**config.mk**
```make
export PLATFORM = sky130hd
export DESIGN_NAME = sync_len_cobs_crc_frame_receiver
export DESIGN_NICKNAME = d
export VERILOG_FILES = /design/src/rtl/core/slccfr_pkg.sv /design/src/rtl/core/slccfr_crc16.sv /design/src/rtl/core/slccfr_parser.sv /design/src/rtl/core/slccfr_rsp_stage.sv /design/src/rtl/core/sync_len_cobs_crc_frame_receiver.sv
export VERILOG_INCLUDE_DIRS = /design/src /design/src/rtl/core
export SDC_FILE = /design/constraint.sdc
export NUM_CORES = 1
export LEC_CHECK = 0
export ABC_AREA = 1
export BUFFER_PORTS_ARGS = -buffer_cell sky130_fd_sc_hd__buf_2
export CORE_MARGIN = 1
export CORE_UTILIZATION = 35
export CTS_CLUSTER_SIZE = 16
export DETAILED_ROUTE_END_ITERATION = 8
export GPL_ROUTABILITY_DRIVEN = 0
export PLACE_DENSITY = 0.56
export SYNTH_ARGS = -nofsm -noshare
export SYNTH_HDL_FRONTEND = slang
export SYNTH_SLANG_ARGS = --single-unit
```
**constraint.sdc**
```tcl
create_clock -name clock -period 3.9 [get_ports clock]
set_input_delay 0.78 -clock clock [delete_from_list [all_inputs] [get_ports clock]]
set_output_delay 0.78 -clock clock [all_outputs]
set_load 0.02 [all_outputs]
```
**src/rtl/core/sync_len_cobs_crc_frame_receiver_defines.svh**
```systemverilog
// Assertion helpers shared by the frame receiver RTL.
`ifndef SYNC_LEN_COBS_CRC_FRAME_RECEIVER_DEFINES_SVH
`define SYNC_LEN_COBS_CRC_FRAME_RECEIVER_DEFINES_SVH

// Same-cycle implication, checked outside reset.
`define SLCCFR_ASSERT_IMPL(label, clk, rst, ante, cons) \
   label: assert property (@(posedge clk) disable iff (rst) (ante) |-> (cons)) \
      else $error("frame receiver assertion failed");

// Next-cycle implication, checked outside reset.
`define SLCCFR_ASSERT_NEXT(label, clk, rst, ante, cons) \
   label: assert property (@(posedge clk) disable iff (rst) (ante) |=> (cons)) \
      else $error("frame receiver assertion failed");

`endif

```
**src/rtl/core/slccfr_pkg.sv**
```systemverilog
package slccfr_pkg;

   localparam logic [15:0] CRC_INIT = 16'hFFFF;
   localparam logic [15:0] CRC_POLY = 16'h1021;

   localparam logic [7:0] SYNC_FIRST_RESET  = 8'hAA;
   localparam logic [7:0] SYNC_SECOND_RESET = 8'h55;
   localparam logic [7:0] COBS_MAX_CODE     = 8'hFF;

   localparam int unsigned LEN_WIDTH = 14;

   // Register indexes of the configuration port.
   localparam logic [1:0] CSR_SYNC_FIRST  = 2'd0;
   localparam logic [1:0] CSR_SYNC_SECOND = 2'd1;
   localparam logic [1:0] CSR_MAX_BODY    = 2'd2;

   // Frame status codes carried on the end-of-frame word.
   localparam logic [1:0] STATUS_GOOD      = 2'd0;
   localparam logic [1:0] STATUS_CRC_ERROR = 2'd1;
   localparam logic [1:0] STATUS_COBS_ERROR = 2'd2;
   localparam logic [1:0] STATUS_EMPTY     = 2'd3;

   typedef enum logic [6:0] {
      PH_SYNC0 = 7'b0000001,
      PH_SYNC1 = 7'b0000010,
      PH_LENLO = 7'b0000100,
      PH_LENHI = 7'b0001000,
      PH_BODY  = 7'b0010000,
      PH_CRCLO = 7'b0100000,
      PH_CRCHI = 7'b1000000
   } phase_type;

   typedef struct packed {
      logic [7:0]           sync_first;
      logic [7:0]           sync_second;
      logic [LEN_WIDTH-1:0] max_body_length;
   } cfg_type;

   typedef struct packed {
      logic [7:0] payload_byte;
      logic       end_of_frame;
      logic [1:0] frame_status;
   } rsp_item_type;

endpackage

```
**src/rtl/core/slccfr_crc16.sv**
```systemverilog
module slccfr_crc16
   import slccfr_pkg::*;
(
   input  logic [15:0] crc_cur,
   input  logic [7:0]  data,
   output logic [15:0] crc_next
);

   // CRC-16/CCITT-FALSE, MSB first, one byte per call.
   always_comb begin
      logic [15:0] crc;
      crc = crc_cur ^ {data, 8'h00};
      for (int n = 0; n < 8; n++) begin
         if (crc[15]) begin
            crc = {crc[14:0], 1'b0} ^ CRC_POLY;
         end else begin
            crc = {crc[14:0], 1'b0};
         end
      end
      crc_next = crc;
   end

endmodule

```
**src/rtl/core/slccfr_parser.sv**
```systemverilog
module slccfr_parser
   import slccfr_pkg::*;
#(
   parameter int unsigned MAX_BODY = 8192
)(
   input  logic         clock,
   input  logic         reset,
   input  logic         step,
   input  logic [7:0]   rx_byte,
   input  cfg_type      cfg,
   output logic         result_valid,
   output rsp_item_type result
);

   phase_type            phase_ff, phase_in;
   logic [LEN_WIDTH-1:0] body_length_ff, body_length_in;
   logic [LEN_WIDTH-1:0] byte_count_ff, byte_count_in;
   logic [15:0]          crc_ff, crc_in;
   logic [7:0]           crc_low_ff, crc_low_in;
   logic [7:0]           group_left_ff, group_left_in;
   logic                 zero_pending_ff, zero_pending_in;
   logic                 decode_error_ff, decode_error_in;
   logic                 payload_seen_ff, payload_seen_in;

   logic [15:0] crc_next;
   logic [15:0] full_len;
   logic        len_bad;

   slccfr_crc16 u_crc (
      .crc_cur  (crc_ff),
      .data     (rx_byte),
      .crc_next (crc_next)
   );

   assign full_len = {rx_byte, body_length_ff[7:0]};
   assign len_bad  = (full_len == 16'd0)
                  || (full_len > {2'b00, cfg.max_body_length})
                  || (full_len > 16'(MAX_BODY));

   always_comb begin
      phase_in        = phase_ff;
      body_length_in  = body_length_ff;
      byte_count_in   = byte_count_ff;
      crc_in          = crc_ff;
      crc_low_in      = crc_low_ff;
      group_left_in   = group_left_ff;
      zero_pending_in = zero_pending_ff;
      decode_error_in = decode_error_ff;
      payload_seen_in = payload_seen_ff;
      result_valid    = 1'b0;
      result          = '0;

      unique case (phase_ff)
         PH_SYNC1: begin
            phase_in = (rx_byte == cfg.sync_second) ? PH_LENLO : PH_SYNC0;
         end
         PH_LENLO: begin
            body_length_in = {{(LEN_WIDTH-8){1'b0}}, rx_byte};
            phase_in       = PH_LENHI;
         end
         PH_LENHI: begin
            body_length_in = full_len[LEN_WIDTH-1:0];
            if (len_bad) begin
               phase_in = PH_SYNC0;
            end else begin
               byte_count_in   = '0;
               crc_in          = CRC_INIT;
               group_left_in   = 8'd0;
               zero_pending_in = 1'b0;
               decode_error_in = 1'b0;
               payload_seen_in = 1'b0;
               phase_in        = PH_BODY;
            end
         end
         PH_BODY: begin
            crc_in = crc_next;
            if (!decode_error_ff) begin
               if (group_left_ff == 8'd0) begin
                  if (rx_byte == 8'd0) begin
                     decode_error_in = 1'b1;
                  end else begin
                     // A new code byte releases the previous group's zero.
                     if (zero_pending_ff) begin
                        result_valid    = 1'b1;
                        payload_seen_in = 1'b1;
                     end
                     group_left_in   = rx_byte - 8'd1;
                     zero_pending_in = (rx_byte != COBS_MAX_CODE);
                  end
               end else begin
                  group_left_in       = group_left_ff - 8'd1;
                  result_valid        = 1'b1;
                  result.payload_byte = rx_byte;
                  payload_seen_in     = 1'b1;
               end
            end
            byte_count_in = byte_count_ff + 1'b1;
            if (byte_count_in >= body_length_ff) begin
               phase_in = PH_CRCLO;
            end
         end
         PH_CRCLO: begin
            crc_low_in = rx_byte;
            phase_in   = PH_CRCHI;
         end
         PH_CRCHI: begin
            result_valid        = 1'b1;
            result.end_of_frame = 1'b1;
            if ({rx_byte, crc_low_ff} != crc_ff) begin
               result.frame_status = STATUS_CRC_ERROR;
            end else if (decode_error_ff || (group_left_ff != 8'd0)) begin
               result.frame_status = STATUS_COBS_ERROR;
            end else if (!payload_seen_ff) begin
               result.frame_status = STATUS_EMPTY;
            end else begin
               result.frame_status = STATUS_GOOD;
            end
            phase_in = PH_SYNC0;
         end
         default: begin
            phase_in = (rx_byte == cfg.sync_first) ? PH_SYNC1 : PH_SYNC0;
         end
      endcase
   end

   always_ff @(posedge clock) begin
      if (reset) begin
         phase_ff        <= PH_SYNC0;
         body_length_ff  <= '0;
         byte_count_ff   <= '0;
         crc_ff          <= CRC_INIT;
         crc_low_ff      <= 8'd0;
         group_left_ff   <= 8'd0;
         zero_pending_ff <= 1'b0;
         decode_error_ff <= 1'b0;
         payload_seen_ff <= 1'b0;
      end else if (step) begin
         phase_ff        <= phase_in;
         body_length_ff  <= body_length_in;
         byte_count_ff   <= byte_count_in;
         crc_ff          <= crc_in;
         crc_low_ff      <= crc_low_in;
         group_left_ff   <= group_left_in;
         zero_pending_ff <= zero_pending_in;
         decode_error_ff <= decode_error_in;
         payload_seen_ff <= payload_seen_in;
      end
   end

endmodule

```
**src/rtl/core/slccfr_rsp_stage.sv**
```systemverilog
module slccfr_rsp_stage
   import slccfr_pkg::*;
(
   input  logic         clock,
   input  logic         reset,
   input  logic         load,
   input  rsp_item_type load_item,
   output logic         can_load,
   output logic         rsp_valid,
   input  logic         rsp_ready,
   output rsp_item_type rsp_item
);

   logic         valid_ff, valid_in;
   rsp_item_type item_ff;

   // The register may be refilled in the same cycle its word is taken.
   assign can_load = !valid_ff || rsp_ready;

   always_comb begin
      valid_in = valid_ff;
      if (load) begin
         valid_in = 1'b1;
      end else if (rsp_ready) begin
         valid_in = 1'b0;
      end
   end

   always_ff @(posedge clock) begin
      if (reset) begin
         valid_ff <= 1'b0;
      end else begin
         valid_ff <= valid_in;
      end
   end

   always_ff @(posedge clock) begin
      if (load) begin
         item_ff <= load_item;
      end
   end

   assign rsp_valid = valid_ff;
   assign rsp_item  = item_ff;

endmodule

```
**src/rtl/core/sync_len_cobs_crc_frame_receiver.sv**
```systemverilog
// A received word waits in the input register; its result, if any, is then loaded into the
// result register, from which the consumer takes it. Throughput: one received word per cycle
// while results drain; the parser steps once per word in the input register. Rate is set by
// the combinational CRC byte update and COBS step between the two registers.
// Reset (synchronous, active high) restores the sync bytes AA/55, the length limit
// MAX_BODY, the hunt for the first sync byte, and empties both registers.
`include "sync_len_cobs_crc_frame_receiver_defines.svh"

module sync_len_cobs_crc_frame_receiver
   import slccfr_pkg::*;
#(
   parameter int unsigned MAX_BODY = 8192
)(
   input  logic                 clock,
   input  logic                 reset,
   input  logic                 req_valid,
   output logic                 req_ready,
   input  logic [7:0]           req_rx_byte,
   output logic                 rsp_valid,
   input  logic                 rsp_ready,
   output logic [7:0]           rsp_payload_byte,
   output logic                 rsp_end_of_frame,
   output logic [1:0]           rsp_frame_status,
   input  logic                 csr_valid,
   output logic                 csr_ready,
   input  logic [1:0]           csr_index,
   input  logic [LEN_WIDTH-1:0] csr_wdata
);

   // Configuration registers. Writes must arrive only while the receiver is idle; unchecked.
   cfg_type cfg_ff;

   // Input register: one received word waits here for the parser.
   logic       in_valid_ff, in_valid_in;
   logic [7:0] in_byte_ff;

   logic         step;
   logic         can_load;
   logic         result_valid;
   rsp_item_type result;
   rsp_item_type rsp_item;

   assign csr_ready = 1'b1;

   always_ff @(posedge clock) begin
      if (reset) begin
         cfg_ff.sync_first      <= SYNC_FIRST_RESET;
         cfg_ff.sync_second     <= SYNC_SECOND_RESET;
         cfg_ff.max_body_length <= LEN_WIDTH'(MAX_BODY);
      end else if (csr_valid) begin
         unique case (csr_index)
            CSR_SYNC_FIRST:  cfg_ff.sync_first      <= csr_wdata[7:0];
            CSR_SYNC_SECOND: cfg_ff.sync_second     <= csr_wdata[7:0];
            CSR_MAX_BODY:    cfg_ff.max_body_length <= csr_wdata;
            default: begin
               // Writes to an unassigned index are dropped.
            end
         endcase
      end
   end

   // The parser steps whenever a word is held and the result register can
   // take whatever that word produces. Every word steps the parser, whether
   // or not it yields a result, so holding back on a full result register is
   // enough to keep results in order.
   assign step      = in_valid_ff && can_load;
   assign req_ready = !in_valid_ff || step;

   always_comb begin
      in_valid_in = in_valid_ff;
      if (req_valid && req_ready) begin
         in_valid_in = 1'b1;
      end else if (step) begin
         in_valid_in = 1'b0;
      end
   end

   always_ff @(posedge clock) begin
      if (reset) begin
         in_valid_ff <= 1'b0;
      end else begin
         in_valid_ff <= in_valid_in;
      end
   end

   always_ff @(posedge clock) begin
      if (req_valid && req_ready) begin
         in_byte_ff <= req_rx_byte;
      end
   end

   slccfr_parser #(
      .MAX_BODY (MAX_BODY)
   ) u_parser (
      .clock        (clock),
      .reset        (reset),
      .step         (step),
      .rx_byte      (in_byte_ff),
      .cfg          (cfg_ff),
      .result_valid (result_valid),
      .result       (result)
   );

   slccfr_rsp_stage u_rsp (
      .clock     (clock),
      .reset     (reset),
      .load      (step && result_valid),
      .load_item (result),
      .can_load  (can_load),
      .rsp_valid (rsp_valid),
      .rsp_ready (rsp_ready),
      .rsp_item  (rsp_item)
   );

   assign rsp_payload_byte = rsp_item.payload_byte;
   assign rsp_end_of_frame = rsp_item.end_of_frame;
   assign rsp_frame_status = rsp_item.frame_status;

   // An end-of-frame word never carries payload data.
   `SLCCFR_ASSERT_IMPL(a_eof_no_data, clock, reset,
      rsp_valid && rsp_end_of_frame, rsp_payload_byte == 8'd0)
   // Payload words always carry the good status code.
   `SLCCFR_ASSERT_IMPL(a_data_status_clear, clock, reset,
      rsp_valid && !rsp_end_of_frame, rsp_frame_status == STATUS_GOOD)
   // A held word that cannot step stays in the input register.
   `SLCCFR_ASSERT_NEXT(a_in_hold, clock, reset,
      in_valid_ff && !step, in_valid_ff && (in_byte_ff == $past(in_byte_ff)))
   // A step that yields a result shows it on the next cycle.
   `SLCCFR_ASSERT_NEXT(a_result_shown, clock, reset,
      step && result_valid, rsp_valid)

endmodule
```
# [After elaboration in Yosys (flattened, before gate mapping)]
# Index checks and enable logic that the tools add are counted.
[word_totals] elab_cells=139 output_inout_bits=14 reg_bits=121
[op_classes] order_cmp=3 n_addsub=3 eq_ne=19 n_reduce_logical=32 bitwise=12 n_mux=50
[op_table] cell="13-bit two-way mux" count=8
[op_table] cell="14-bit one-hot mux with 2 select lines" count=2
[op_table] cell="7-bit one-hot mux with 6 select lines" count=1
[op_table] cell="8-bit two-way mux" count=4
[op_table] cell="16-bit one-hot mux with 2 select lines" count=1
[op_table] cell="3-bit inverter" count=8
[op_table] cell="1-bit two-way mux" count=19
[op_table] cell="8-bit equality test" count=2
[op_table] cell="16-bit by 14-bit > comparator with 1-bit output" count=1
[op_table] cell="16-bit by 14-bit > comparator with 1-bit output (second input constant)" count=1
[op_table] cell="16-bit zero test" count=1
[op_table] cell="8-bit zero test" count=2
[op_table] cell="16-bit two-way mux" count=1
[op_table] cell="16-bit inequality test" count=1
[op_table] cell="8-bit one-hot mux with 2 select lines" count=1
[op_table] cell="8-bit by 1-bit subtractor with 8-bit output (second input constant)" count=2
[op_table] cell="16-bit XOR" count=1
[op_table] cell="14-bit by 1-bit adder with 14-bit output (second input constant)" count=1
[op_table] cell="14-bit >= comparator" count=1
[op_table] cell="14-bit two-way mux" count=1
[op_table] cell="2-bit AND reduction" count=6
[op_table] cell="6-bit AND reduction" count=2
[op_table] cell="2-bit two-way mux" count=4
[op_table] cell="8-bit inequality test (second input constant)" count=1
[op_table] cell="27 further kinds" count=47

# [Depth between registers and ports, before layout]
# Gate-level depths: netlist of the first run.
[depth] ltp_word=18 depth_mapped=20

# [Hierarchy]
# Synthesis of the first run repeated with hierarchy kept, for this count alone.
[unflattened] cells_unflattened=1004 area_unflattened_um2=7120.6
[by_module_without_submodules] module="slccfr_parser" seq_area_each_um2=1401.3 cells_per_inst=675 area_per_inst_um2=4693.3 n_inst=1
[by_module_without_submodules] module="sync_len_cobs_crc_frame_receiver" seq_area_each_um2=860.8 cells_per_inst=198 area_per_inst_um2=1565.3 n_inst=1
[by_module_without_submodules] module="slccfr_crc16" seq_area_each_um2=0.0 cells_per_inst=115 area_per_inst_um2=489.2 n_inst=1
[by_module_without_submodules] module="slccfr_rsp_stage" seq_area_each_um2=350.3 cells_per_inst=16 area_per_inst_um2=372.9 n_inst=1

# [Worst setup path after synthesis of the first run]
# No wires, ideal clock.
[synth_timing] path_type="register to register" start="register u_parser.byte_count_ff[0]" end="register u_parser.phase_ff[1]" t_required_ns=3.787 t_arrival_ns=2.327 path_slack_ns=1.461 setup_ns=0.113 synth_period_minus_slack_ns=2.439 path_stages_with_launch=18 n_path_buf=0 path_cell_list="dfxtp_1 -> ha_1 -> nand2_1 -> nor2_1 -> nand4_1 -> nor2_1 -> nand4_1 -> and2_1 -> ha_1 -> nand2_1 -> nor2_1 -> a21oi_1 -> o2111ai_1 -> nand2_2 -> inv_1 -> nand2_1 -> nand2_1 -> nor2_1"
[synth_via] elab_chain_len=4
[synth_rtl] element="from (decl)" line="slccfr_parser.sv:17" rtl="logic [LEN_WIDTH-1:0] byte_count_ff, byte_count_in;"
[synth_rtl] element="from (signal assigned)" line="slccfr_parser.sv:140" rtl="byte_count_ff <= byte_count_in;"
[synth_rtl] element="14-bit by 1-bit adder with 14-bit output" line="slccfr_parser.sv:97" rtl="byte_count_in = byte_count_ff + 1'b1;"
[synth_rtl] element="14-bit >= comparator" line="slccfr_parser.sv:98" rtl="if (byte_count_in >= body_length_ff) begin"
[synth_rtl] element="2-bit by 1-bit inequality test with 1-bit output (no line)"
[synth_rtl] element="2-bit AND reduction (no line)"
[synth_rtl] element="to (signal assigned)" line="slccfr_parser.sv:138" rtl="phase_ff <= phase_in;"
[synth_rtl] element="to (decl)" line="slccfr_parser.sv:15" rtl="phase_type phase_ff, phase_in;"
# Every way passes these cells.
# A chain may end at the register's enable or synchronous reset.

# [Worst setup path after layout of the first run]
# Ends and elaborated chain as after synthesis.

==> results of run 1 <==
==> worst min path at each step <==
stage	cells after the start	endpoint	startpoint
after global placement	2	u_parser.crc_ff[1]	u_parser.crc_ff[1]
final	2	cfg_ff[1]	cfg_ff[1]
after global routing	2	u_parser.body_length_ff[8]	u_parser.body_length_ff[8]
after floorplan	2	u_parser.crc_ff[1]	u_parser.crc_ff[1]
after CTS	2	u_parser.crc_ff[1]	u_parser.crc_ff[1]
after detailed placement	2	u_parser.crc_ff[1]	u_parser.crc_ff[1]
==> power by group through the flow <==
stage / clock (µW) / sequential (µW) / combinational (µW)
6_report: 1540 / 1320 / 251
2_1_floorplan: 0 / 1330 / 182
3_3_place_gp: 0 / 1340 / 251
4_1_cts: 1570 / 1320 / 251
3_5_place_dp: 0 / 1340 / 249
5_1_grt: 1630 / 1320 / 284
==> sequential cells by signal, summed over array words and instances (netlist names), 7 cells and up <==
name                     flops
u_parser.body_length_ff     14
u_parser.group_left_ff       8
u_parser.phase_ff            7
u_rsp.rsp_item              11
u_parser.byte_count_ff      14
cfg_ff                      30
in_byte_ff                   8
u_parser.crc_ff             16
u_parser.crc_low_ff          8
==> worst max-delay path, cell delays in order (launching register included) <==
cell	delay [ns]
sky130_fd_sc_hd__dfxtp_1	0.42
sky130_fd_sc_hd__ha_1	0.21
sky130_fd_sc_hd__nand2_1	0.09
sky130_fd_sc_hd__nor2_1	0.18
sky130_fd_sc_hd__nand4_1	0.18
sky130_fd_sc_hd__nor2_1	0.23
sky130_fd_sc_hd__nand4_1	0.10
sky130_fd_sc_hd__and2_1	0.20
sky130_fd_sc_hd__ha_1	0.30
sky130_fd_sc_hd__nand2_1	0.06
sky130_fd_sc_hd__o21ai_0	0.20
sky130_fd_sc_hd__a21oi_1	0.06
sky130_fd_sc_hd__o2111ai_1	0.12
sky130_fd_sc_hd__nand2_2	0.14
sky130_fd_sc_hd__inv_1	0.16
sky130_fd_sc_hd__nand2_1	0.06
sky130_fd_sc_hd__nand2_1	0.06
sky130_fd_sc_hd__nor2_1	0.04
==> cell usage after synthesis, types with 2 or more instances <==
library cell               instances
sky130_fd_sc_hd__nand2_1         197
sky130_fd_sc_hd__inv_1           108
sky130_fd_sc_hd__dfxtp_1         102
sky130_fd_sc_hd__nor2_1           95
sky130_fd_sc_hd__a21oi_1          77
sky130_fd_sc_hd__nand3_1          56
sky130_fd_sc_hd__o21ai_0          56
sky130_fd_sc_hd__ha_1             30
sky130_fd_sc_hd__nand4_1          22
sky130_fd_sc_hd__edfxtp_1         19
sky130_fd_sc_hd__xnor2_1          17
sky130_fd_sc_hd__clkbuf_1         12
sky130_fd_sc_hd__xor2_1           12
sky130_fd_sc_hd__or2_2            11
sky130_fd_sc_hd__buf_2            10
sky130_fd_sc_hd__nor3_1            9
sky130_fd_sc_hd__a211oi_1          8
sky130_fd_sc_hd__buf_4             6
sky130_fd_sc_hd__o21ai_1           6
sky130_fd_sc_hd__buf_6             5
sky130_fd_sc_hd__inv_2             5
sky130_fd_sc_hd__nand3b_1          4
sky130_fd_sc_hd__o21ai_2           4
sky130_fd_sc_hd__nand2_2           3
sky130_fd_sc_hd__nand2_4           3
sky130_fd_sc_hd__nor2_4            3
sky130_fd_sc_hd__nor2_8            3
sky130_fd_sc_hd__a31oi_1           2
sky130_fd_sc_hd__buf_1             2
sky130_fd_sc_hd__clkinv_1          2
sky130_fd_sc_hd__nand2_8           2
sky130_fd_sc_hd__nor3_2            2
sky130_fd_sc_hd__nor4_1            2
sky130_fd_sc_hd__o211ai_1          2
==> final cells by class <==
class	count	area (µm²)	area share
Multi-Input combinational cell	640	3470	0.450
Timing Repair Buffer	55	310	0.0402
Clock buffer	18	429	0.0556
Inverter	117	447	0.0579
Clock inverter	14	150	0.0195
Tap cell	234	293	0.0380
Sequential cell	121	2610	0.339
==> through the flow <==
stage                     hold WS, ns  utilization
final                           0.460        0.411
after global routing            0.487        0.411
after CTS                       0.461        0.411
after detailed placement        0.447        0.380
after global placement          0.448        0.380
after floorplan                 0.433            -
==> metal layers <==
layer / up-vias / routed length, µm / global-route usage
met2: 114 / 7780 / 0.299
met1: 2683 / 8430 / 0.243
met4: 0 / 335 / 0.0635
li1: 3056 / - / -
met5: - / 0 / 0
met3: 25 / 623 / 0.0377
==> kinds of logic after synthesis <==
kind of cell,Yosys count,share of synthesized area
AOI/OAI and AO/OA,161,0.130
xor gates and xnor gates,29,0.0377
adders and majority gates,30,0.0557
buffers and inverters,152,0.0966
DFF,121,0.388
other,1,0.000557
and+or+nand+nor,419,0.292
==> cell usage in the layout (no fill, tap or decap), types with 17 or more instances in the layout <==
cell type	Yosys	layout
sky130_fd_sc_hd__dfxtp_1	102	102
sky130_fd_sc_hd__nand2_1	197	197
sky130_fd_sc_hd__buf_2	10	41
sky130_fd_sc_hd__nor2_1	95	95
sky130_fd_sc_hd__edfxtp_1	19	19
sky130_fd_sc_hd__a21oi_1	77	77
sky130_fd_sc_hd__ha_1	30	30
sky130_fd_sc_hd__nand4_1	22	22
sky130_fd_sc_hd__nand3_1	56	56
sky130_fd_sc_hd__clkbuf_16	0	17
sky130_fd_sc_hd__o21ai_0	56	56
sky130_fd_sc_hd__xnor2_1	17	17
sky130_fd_sc_hd__inv_1	108	107
==> flow_summary.html, run 1 <==
<table>
<tr><th>Metric</th><th>Value</th></tr>
<tr><th colspan="2">Outcome</th></tr>
<tr><td>Run status</td><td>complete, no violations</td></tr>
<tr><th colspan="2">Pwr</th></tr>
<tr><td>Clock share of power</td><td>0.495</td></tr>
<tr><td>Power Density</td><td>403 nW/µm²</td></tr>
<tr><td>Proportion of total power due to net switching</td><td>0.254</td></tr>
<tr><td>P_sw</td><td>791 µW</td></tr>
<tr><td>Share of total power in sequential cells</td><td>0.424</td></tr>
<tr><td>Largest voltage drop on the vdd net</td><td>0.304 mV</td></tr>
<tr><td>Combinational group share of total power</td><td>0.081</td></tr>
<tr><td>Static Leak</td><td>0.00338 µW</td></tr>
<tr><td>Overall power of the completed layout</td><td>3110 µW</td></tr>
<tr><td>Total internal power</td><td>~2300 µW</td></tr>
<tr><th colspan="2">STA</th></tr>
<tr><td>Smallest setup slack after layout</td><td>0.989 ns</td></tr>
<tr><td>Number of endpoints with negative hold slack in the final report</td><td>0</td></tr>
<tr><td>Final-report max-slew violation count</td><td>0</td></tr>
<tr><td>Worst slew margin relative to its limit</td><td>0.370</td></tr>
<tr><td>RSZ-0062 raised after global routing</td><td>no</td></tr>
<tr><td>Final setup violating endpoints</td><td>0</td></tr>
<tr><td>Slew at the pin closest to its max-slew limit</td><td>0.941 ns</td></tr>
<tr><td>Tcrit/Tclk final</td><td>0.747</td></tr>
<tr><td>Maximum clock frequency</td><td>343 MHz</td></tr>
<tr><td>Clock Skews</td><td>0.00815 ns</td></tr>
<tr><td>Total Negative Setup Slacks</td><td>0 ns</td></tr>
<tr><td>Minimum clock period</td><td>2.91 ns</td></tr>
<tr><th colspan="2">Routing</th></tr>
<tr><td>Total vias in the final route</td><td>5,878</td></tr>
<tr><td>Detailed Route Iter0 Violations</td><td>365</td></tr>
<tr><td>Wire length reported by the detailed router</td><td>17.2 mm</td></tr>
<tr><td>Drc violations</td><td>0</td></tr>
<tr><td>Post-route antenna net violation count</td><td>0</td></tr>
<tr><td>Routed length per instance</td><td>14.3 µm</td></tr>
<tr><td>DRT Pass-1 Iters</td><td>5</td></tr>
<tr><td>Via density per instance</td><td>4.90</td></tr>
<tr><th colspan="2">Setup path</th></tr>
<tr><td>Top fanout value on the critical path</td><td>6</td></tr>
<tr><td>Critical path launch point type</td><td>flop</td></tr>
<tr><td>Depth of the most critical reg-to-reg path</td><td>17</td></tr>
<tr><td>Type of destination of the critical path</td><td>flop</td></tr>
<tr><td>Setup slack, reg-to-reg</td><td>0.99 ns</td></tr>
<tr><td>Data arrival, critical path</td><td>3.23 ns</td></tr>
<tr><td>Reg-to-Reg End</td><td>u_parser.phase_ff[1]</td></tr>
<tr><td>Crit path to</td><td>u_parser.phase_ff[1]</td></tr>
<tr><td>Class of the most critical setup path</td><td>reg -&gt; reg</td></tr>
<tr><td>Worst EP required</td><td>4.22 ns</td></tr>
<tr><td>Crit path launch</td><td>u_parser.byte_count_ff[0]</td></tr>
<tr><td>Source of the worst register-to-register timing path</td><td>u_parser.byte_count_ff[0]</td></tr>
<tr><th colspan="2">GRT</th></tr>
<tr><td>Global-route wire length before repair</td><td>28.2 mm</td></tr>
<tr><td>Initial antenna violation count</td><td>0</td></tr>
<tr><td>Leftover overflow at the end of global routing</td><td>0</td></tr>
<tr><td>Global routing usage summed across all routing layers</td><td>0.184</td></tr>
<tr><td>Vias in the first global route</td><td>between 5k and 6k</td></tr>
<tr><td>Pin count of the biggest net entering global routing</td><td>36</td></tr>
<tr><th colspan="2">Synthesis</th></tr>
<tr><td>Post-synthesis cell type with the largest combined area</td><td>sky130_fd_sc_hd__dfxtp_1</td></tr>
<tr><td>Number of nets in the synthesized netlist</td><td>972</td></tr>
<tr><td>Number of synthesized flops with an enable pin</td><td>19</td></tr>
<tr><td>Most used flip-flop cell after synthesis</td><td>sky130_fd_sc_hd__dfxtp_1</td></tr>
<tr><td>Combined area of all synthesized cells</td><td>6730 µm²</td></tr>
<tr><td>Async set or reset register ratio after synthesis</td><td>0</td></tr>
<tr><td>Mean area per synthesized cell</td><td>roughly 7.4 µm²</td></tr>
<tr><td>Number of storage elements in the synthesis netlist</td><td>approximately 120</td></tr>
<tr><td>Warning count from the yosys run</td><td>0</td></tr>
<tr><td>Synthesized instance count</td><td>913</td></tr>
<tr><td>Fraction of the yosys area taken by sequential cells</td><td>0.388</td></tr>
<tr><td>Cell types with the largest area share after synthesis</td><td>sky130_fd_sc_hd__dfxtp_1, sky130_fd_sc_hd__nand2_1, sky130_fd_sc_hd__edfxtp_1, sky130_fd_sc_hd__inv_1, sky130_fd_sc_hd__a21oi_1</td></tr>
<tr><td>Top cell type's share of synthesized area</td><td>0.303</td></tr>
<tr><td>Number of different library cells in the post-synthesis netlist</td><td>50</td></tr>
<tr><th colspan="2">Final layout</th></tr>
<tr><td>Number of cells in the finished layout apart from fillers</td><td>1,199</td></tr>
<tr><td>Nets</td><td>1,011</td></tr>
<tr><td>Share of post-route cells with drive strength above 1</td><td>0.137</td></tr>
<tr><td>Synth-to-layout area growth</td><td>14.5%</td></tr>
<tr><td># diodes</td><td>0</td></tr>
<tr><td>Total non-filler cell area in the finished layout</td><td>a little under 8000 µm²</td></tr>
<tr><td>Number of filler cells placed in the layout</td><td>1,949</td></tr>
<tr><th colspan="2">Floorplan</th></tr>
<tr><td>Count of pins on the block boundary</td><td>43</td></tr>
<tr><td>Overall die area</td><td>19,800 µm²</td></tr>
<tr><td>Core Box Area</td><td>18,800 µm²</td></tr>
<tr><td>Height of the chip</td><td>141 µm</td></tr>
<tr><td>Num rows</td><td>50</td></tr>
<tr><td>Die boundary width</td><td>141 µm</td></tr>
<tr><td>Initial standard-cell utilization of the core</td><td>0.359</td></tr>
<tr><th colspan="2">Placement</th></tr>
<tr><td>Total half-perimeter wirelength after legalization and detailed placement</td><td>12.0 mm</td></tr>
<tr><td>Total cell area at the placement stage</td><td>just over 7000 µm²</td></tr>
<tr><td>Worst setup timing slack at the placement stage</td><td>0.983 ns</td></tr>
<tr><td>Number of buffer cells added on primary ports</td><td>about 40</td></tr>
<tr><td>Placed Instances</td><td>between 1k and 1.5k</td></tr>
<tr><th colspan="2">Clocking</th></tr>
<tr><td>Cell at the root of the clock tree</td><td>sky130_fd_sc_hd__clkbuf_16</td></tr>
<tr><td>TritonCTS clock tree</td><td>built</td></tr>
<tr><td>Post-CTS Setup Inserts</td><td>0</td></tr>
<tr><td>Clock transition at the register clock pins on the worst setup and hold paths after CTS</td><td>0.06 ns</td></tr>
<tr><td>H-tree levels</td><td>4</td></tr>
<tr><td>Clock insertion delay at the later pin of the skew report</td><td>0.42 ns</td></tr>
<tr><td>CTS buffer count</td><td>17</td></tr>
<tr><td>CTS sink count</td><td>121</td></tr>
<tr><td>Number of buffers on the longest clock path</td><td>2</td></tr>
<tr><td>Number of gates resized after CTS</td><td>0</td></tr>
<tr><td>Hold buffer count at cts</td><td>0</td></tr>
<tr><th colspan="2">Worst hold path</th></tr>
<tr><td>Worst Hold Class</td><td>reg -&gt; reg</td></tr>
<tr><th colspan="2">Run</th></tr>
<tr><td>Max capacitance violation total</td><td>0</td></tr>
</table>
Note: power is estimated with default switching activity, not from simulation.
==> inputs of run 2 (changes only) <==
Settings changed: PLACE_DENSITY 0.56 to 0.58.
Clock period 3.9 ns to 2.37 ns, I/O delays scaled along.
==> run 2 against run 1 <==
  * The flow now finishes with violations (negative setup slack)
  * Utilization is 2.7 points higher
  * Clock-buffer cell count did not move
  * Power rose by 72%
  * Largest power group unchanged
  * Global-route usage increased by 0.50 points
  * Fmax up 17%
  * Worst hold slack got worse by 0.24 ns
  * Non-clock buffer count rose by 38
  * Cell count is 3.1% higher
  * Sequential share of layout area fell by 2.0 points
  * Clock power up 80%
  * Flip-flop and latch count stayed put
==> flow_summary.html, run 2 (synthesis gave the netlist of run 1 again) <==
<table>
<tr><th>Metric</th><th>Value</th></tr>
<tr><th colspan="2">Outcome</th></tr>
<tr><td>Run status</td><td>finished, violations left</td></tr>
<tr><td>Failing checks</td><td>negative setup slack</td></tr>
<tr><th colspan="2">GRT</th></tr>
<tr><td>Global routing usage summed across all routing layers</td><td>0.189</td></tr>
<tr><td>Global-route wire length before repair</td><td>29.2 mm</td></tr>
<tr><td>Vias in the first global route</td><td>5,714</td></tr>
<tr><td>GRT met1 Usage</td><td>0.256</td></tr>
<tr><td>Initial antenna violation count</td><td>0</td></tr>
<tr><td>Pin count of the biggest net entering global routing</td><td>63</td></tr>
<tr><td>Most used routing layer in global routing</td><td>met2</td></tr>
<tr><td>Leftover overflow at the end of global routing</td><td>0</td></tr>
<tr><td>GRT met2 Usage</td><td>0.299</td></tr>
<tr><td>Met3 track demand over resource in global routing</td><td>0.0418</td></tr>
<tr><th colspan="2">Setup path</th></tr>
<tr><td>Worst EP required</td><td>2.68 ns</td></tr>
<tr><td>Reg-to-Reg End</td><td>u_parser.phase_ff[5]</td></tr>
<tr><td>Top fanout value on the critical path</td><td>6</td></tr>
<tr><td>Slowest-stage cell, CP</td><td>sky130_fd_sc_hd__dfxtp_4</td></tr>
<tr><td>Crit path max-delay family</td><td>simple AND/OR/NAND/NOR gates</td></tr>
<tr><td>Depth of the most critical reg-to-reg path</td><td>16</td></tr>
<tr><td>Data arrival, critical path</td><td>2.80 ns</td></tr>
<tr><td>Class of the most critical setup path</td><td>reg -&gt; reg</td></tr>
<tr><td>Source of the worst register-to-register timing path</td><td>u_parser.byte_count_ff[1]</td></tr>
<tr><td>Critical path launch point type</td><td>flop</td></tr>
<tr><td>Setup slack, reg-to-reg</td><td>-0.12 ns</td></tr>
<tr><td>Cell-by-cell trace of the critical path</td><td>ha_4 &gt; nand2_2 &gt; nor2_2 &gt; nand4_1 &gt; nor2_4 &gt; a31o_2 &gt; and2_4 &gt; ha_4 &gt; nand2_4 &gt; o21ai_2 &gt; a21oi_2 &gt; o2111ai_2 &gt; nand2_2 &gt; inv_2 &gt; nor2_1 &gt; nor2_1</td></tr>
<tr><td>Type of destination of the critical path</td><td>flop</td></tr>
<tr><td>Buf+Inv Stages, Crit Path</td><td>1</td></tr>
<tr><td>Largest incremental delay on the critical path</td><td>approximately 0.36 ns</td></tr>
<tr><th colspan="2">Clocking</th></tr>
<tr><td>Clock insertion delay at the later pin of the skew report</td><td>0.43 ns</td></tr>
<tr><td>Number of buffers on the longest clock path</td><td>2</td></tr>
<tr><td>Clock transition at the register clock pins on the worst setup and hold paths after CTS</td><td>around 0.060 ns</td></tr>
<tr><td>CTS buffer count</td><td>17</td></tr>
<tr><td>H-tree levels</td><td>4</td></tr>
<tr><td>CTS sink count</td><td>121</td></tr>
<tr><td>Cell at the root of the clock tree</td><td>sky130_fd_sc_hd__clkbuf_16</td></tr>
<tr><td>TritonCTS clock tree</td><td>built</td></tr>
<tr><th colspan="2">Final layout</th></tr>
<tr><td>Most common cell after layout, fill and taps aside</td><td>sky130_fd_sc_hd__nand2_1</td></tr>
<tr><td>Share of post-route cells with drive strength above 1</td><td>0.196</td></tr>
<tr><td>Nets</td><td>1,049</td></tr>
<tr><td>Number of cells in the finished layout apart from fillers</td><td>1,236</td></tr>
<tr><td>Top reg by flops</td><td>cfg_ff</td></tr>
<tr><td>Regs by FF count</td><td>cfg_ff (30), u_parser.crc_ff (16)</td></tr>
<tr><td>Most frequent cells in the layout</td><td>sky130_fd_sc_hd__nand2_1, sky130_fd_sc_hd__inv_1, sky130_fd_sc_hd__dfxtp_1, sky130_fd_sc_hd__nor2_1, sky130_fd_sc_hd__a21oi_1</td></tr>
<tr><td>Total non-filler cell area in the finished layout</td><td>8220 µm²</td></tr>
<tr><td>Utilization after layout</td><td>0.438</td></tr>
<tr><td># diodes</td><td>0</td></tr>
<tr><td>Largest register FFs</td><td>30</td></tr>
<tr><td>Synth-to-layout area growth</td><td>22.1%</td></tr>
<tr><th colspan="2">Pwr</th></tr>
<tr><td>Largest voltage drop on the vdd net</td><td>0.704 mV</td></tr>
<tr><td>Share of total power in sequential cells</td><td>0.403</td></tr>
<tr><td>Clock share of power</td><td>0.517</td></tr>
<tr><td>Combinational group share of total power</td><td>0.080</td></tr>
<tr><td>P_sw</td><td>1320 µW</td></tr>
<tr><td>Static Leak</td><td>0.00361 µW</td></tr>
<tr><td>Total internal power</td><td>4040 µW</td></tr>
<tr><td>Power Density</td><td>approximately 650 nW/µm²</td></tr>
<tr><td>Proportion of total power due to net switching</td><td>0.246</td></tr>
<tr><th colspan="2">STA</th></tr>
<tr><td>Slew at the pin closest to its max-slew limit</td><td>0.905 ns</td></tr>
<tr><td>Final-report max-slew violation count</td><td>0</td></tr>
<tr><td>Number of endpoints with negative hold slack in the final report</td><td>0</td></tr>
<tr><td>Maximum clock frequency</td><td>between 400 and 500 MHz</td></tr>
<tr><td>Minimum clock period</td><td>around 2.5 ns</td></tr>
<tr><td>Smallest setup slack after layout</td><td>-0.117 ns</td></tr>
<tr><td>Worst hold margin</td><td>0.217 ns</td></tr>
<tr><td>Worst slew margin relative to its limit</td><td>0.395</td></tr>
<tr><td>Final setup violating endpoints</td><td>7</td></tr>
<tr><td>Tcrit/Tclk final</td><td>1.05</td></tr>
<tr><td>RSZ-0062 raised after global routing</td><td>yes</td></tr>
<tr><td>Clock Skews</td><td>roughly 0.0096 ns</td></tr>
<tr><td>Total Negative Setup Slacks</td><td>-0.487 ns</td></tr>
<tr><th colspan="2">Worst hold path</th></tr>
<tr><td>Worst Hold Class</td><td>in -&gt; reg</td></tr>
<tr><td>Terminating pin of the worst hold path</td><td>in_byte_ff[3]</td></tr>
<tr><td>Worst hold path depth</td><td>1</td></tr>
<tr><td>Hold path start</td><td>req_rx_byte[3]</td></tr>
<tr><th colspan="2">Floorplan</th></tr>
<tr><td>Count of pins on the block boundary</td><td>43</td></tr>
<tr><td>Overall die area</td><td>19,800 µm²</td></tr>
<tr><td>Core Box Area</td><td>between 15,000 and 20,000 µm²</td></tr>
<tr><td>Height of the chip</td><td>141 µm</td></tr>
<tr><td>Initial standard-cell utilization of the core</td><td>0.359</td></tr>
<tr><td>Die boundary width</td><td>141 µm</td></tr>
<tr><td>Num rows</td><td>50</td></tr>
<tr><th colspan="2">Routing</th></tr>
<tr><td>Drc violations</td><td>0</td></tr>
<tr><td>Routed length per instance</td><td>14.4 µm</td></tr>
<tr><td>Detailed Route Iter0 Violations</td><td>392</td></tr>
<tr><td>Total vias in the final route</td><td>6,019</td></tr>
<tr><td>Via density per instance</td><td>4.87</td></tr>
<tr><td>DRT Pass-1 Iters</td><td>4</td></tr>
<tr><td>Wire length reported by the detailed router</td><td>between 15 and 20 mm</td></tr>
<tr><td>Post-route antenna net violation count</td><td>0</td></tr>
<tr><th colspan="2">Placement</th></tr>
<tr><td>Number of buffer cells added on primary ports</td><td>between 40 and 50</td></tr>
<tr><td>Total half-perimeter wirelength after legalization and detailed placement</td><td>12.0 mm</td></tr>
<tr><td>Total cell area at the placement stage</td><td>7370 µm²</td></tr>
<tr><td>Placed Instances</td><td>1,194</td></tr>
<tr><th colspan="2">Run</th></tr>
<tr><td>Max capacitance violation total</td><td>0</td></tr>
</table>
run 2: cell types whose count changed in the layout (fill, tap and decap cells not counted), moves of 4 or more:
cell and delta:
sky130_fd_sc_hd__buf_4 +36, sky130_fd_sc_hd__a21oi_1 -4, sky130_fd_sc_hd__nor2_1 -4, sky130_fd_sc_hd__dfxtp_1 -4
run 2: layout make-up:
cell class,count,area [µm²]
repair buffers,93,621
inverters,117,452
clock buffers,18,429
multi-input cells,640,3610
flip-flops and latches,121,2620
clock inverters,13,196
well taps,234,293
fillers,1843,10500
run 2: repair_timing:
action / 4_1_cts / 5_1_grt
gates resized for setup: 17 / 16
hold buffers: 0 / 0
pin swaps: 14 / 24
setup buffers: 8 / 3
endpoints found under the setup margin: 7 / 23
run 2: power by group through the flow:
stage / clock network [µW] / logic (µW) / registers [µW]
floorplan: 0 / 300 / 2190
global placement: 0 / 420 / 2210
detailed placement: 0 / 424 / 2210
CTS: 2810 / 427 / 2160
global route: 2910 / 481 / 2160
finish: 2770 / 429 / 2160
run 2: per-stage QoR:
step           power [µW]  worst slack [ns]
3_5_place_dp         2630            -0.188
2_1_floorplan        2490            0.0265
6_report             5360            -0.117
3_3_place_gp         2630            -0.154
4_1_cts              5400           -0.0457
5_1_grt              5550            -0.300
run 2: worst max path at each step:
| stage | startpoint | to | slack, ns | depth (start not counted) |
|---|---|---|---|---|
| 2_1_floorplan | u_parser.byte_count_ff[0] | u_parser.phase_ff[2] | 0.03 | 16 |
| 6_report | u_parser.byte_count_ff[1] | u_parser.phase_ff[5] | -0.12 | 16 |
| 3_3_place_gp | u_parser.byte_count_ff[5] | u_parser.phase_ff[1] | -0.15 | 17 |
| 4_1_cts | u_parser.byte_count_ff[0] | u_parser.phase_ff[5] | -0.05 | 16 |
| 3_5_place_dp | u_parser.byte_count_ff[5] | u_parser.phase_ff[5] | -0.19 | 16 |
| 5_1_grt | u_parser.byte_count_ff[1] | u_parser.phase_ff[1] | -0.30 | 17 |
run 2: layer usage:
metal	wire length, µm	vias to the layer above
met4	331	0
li1	-	3126
met3	760	26
met5	0	-
met1	8700	2745
met2	8040	122
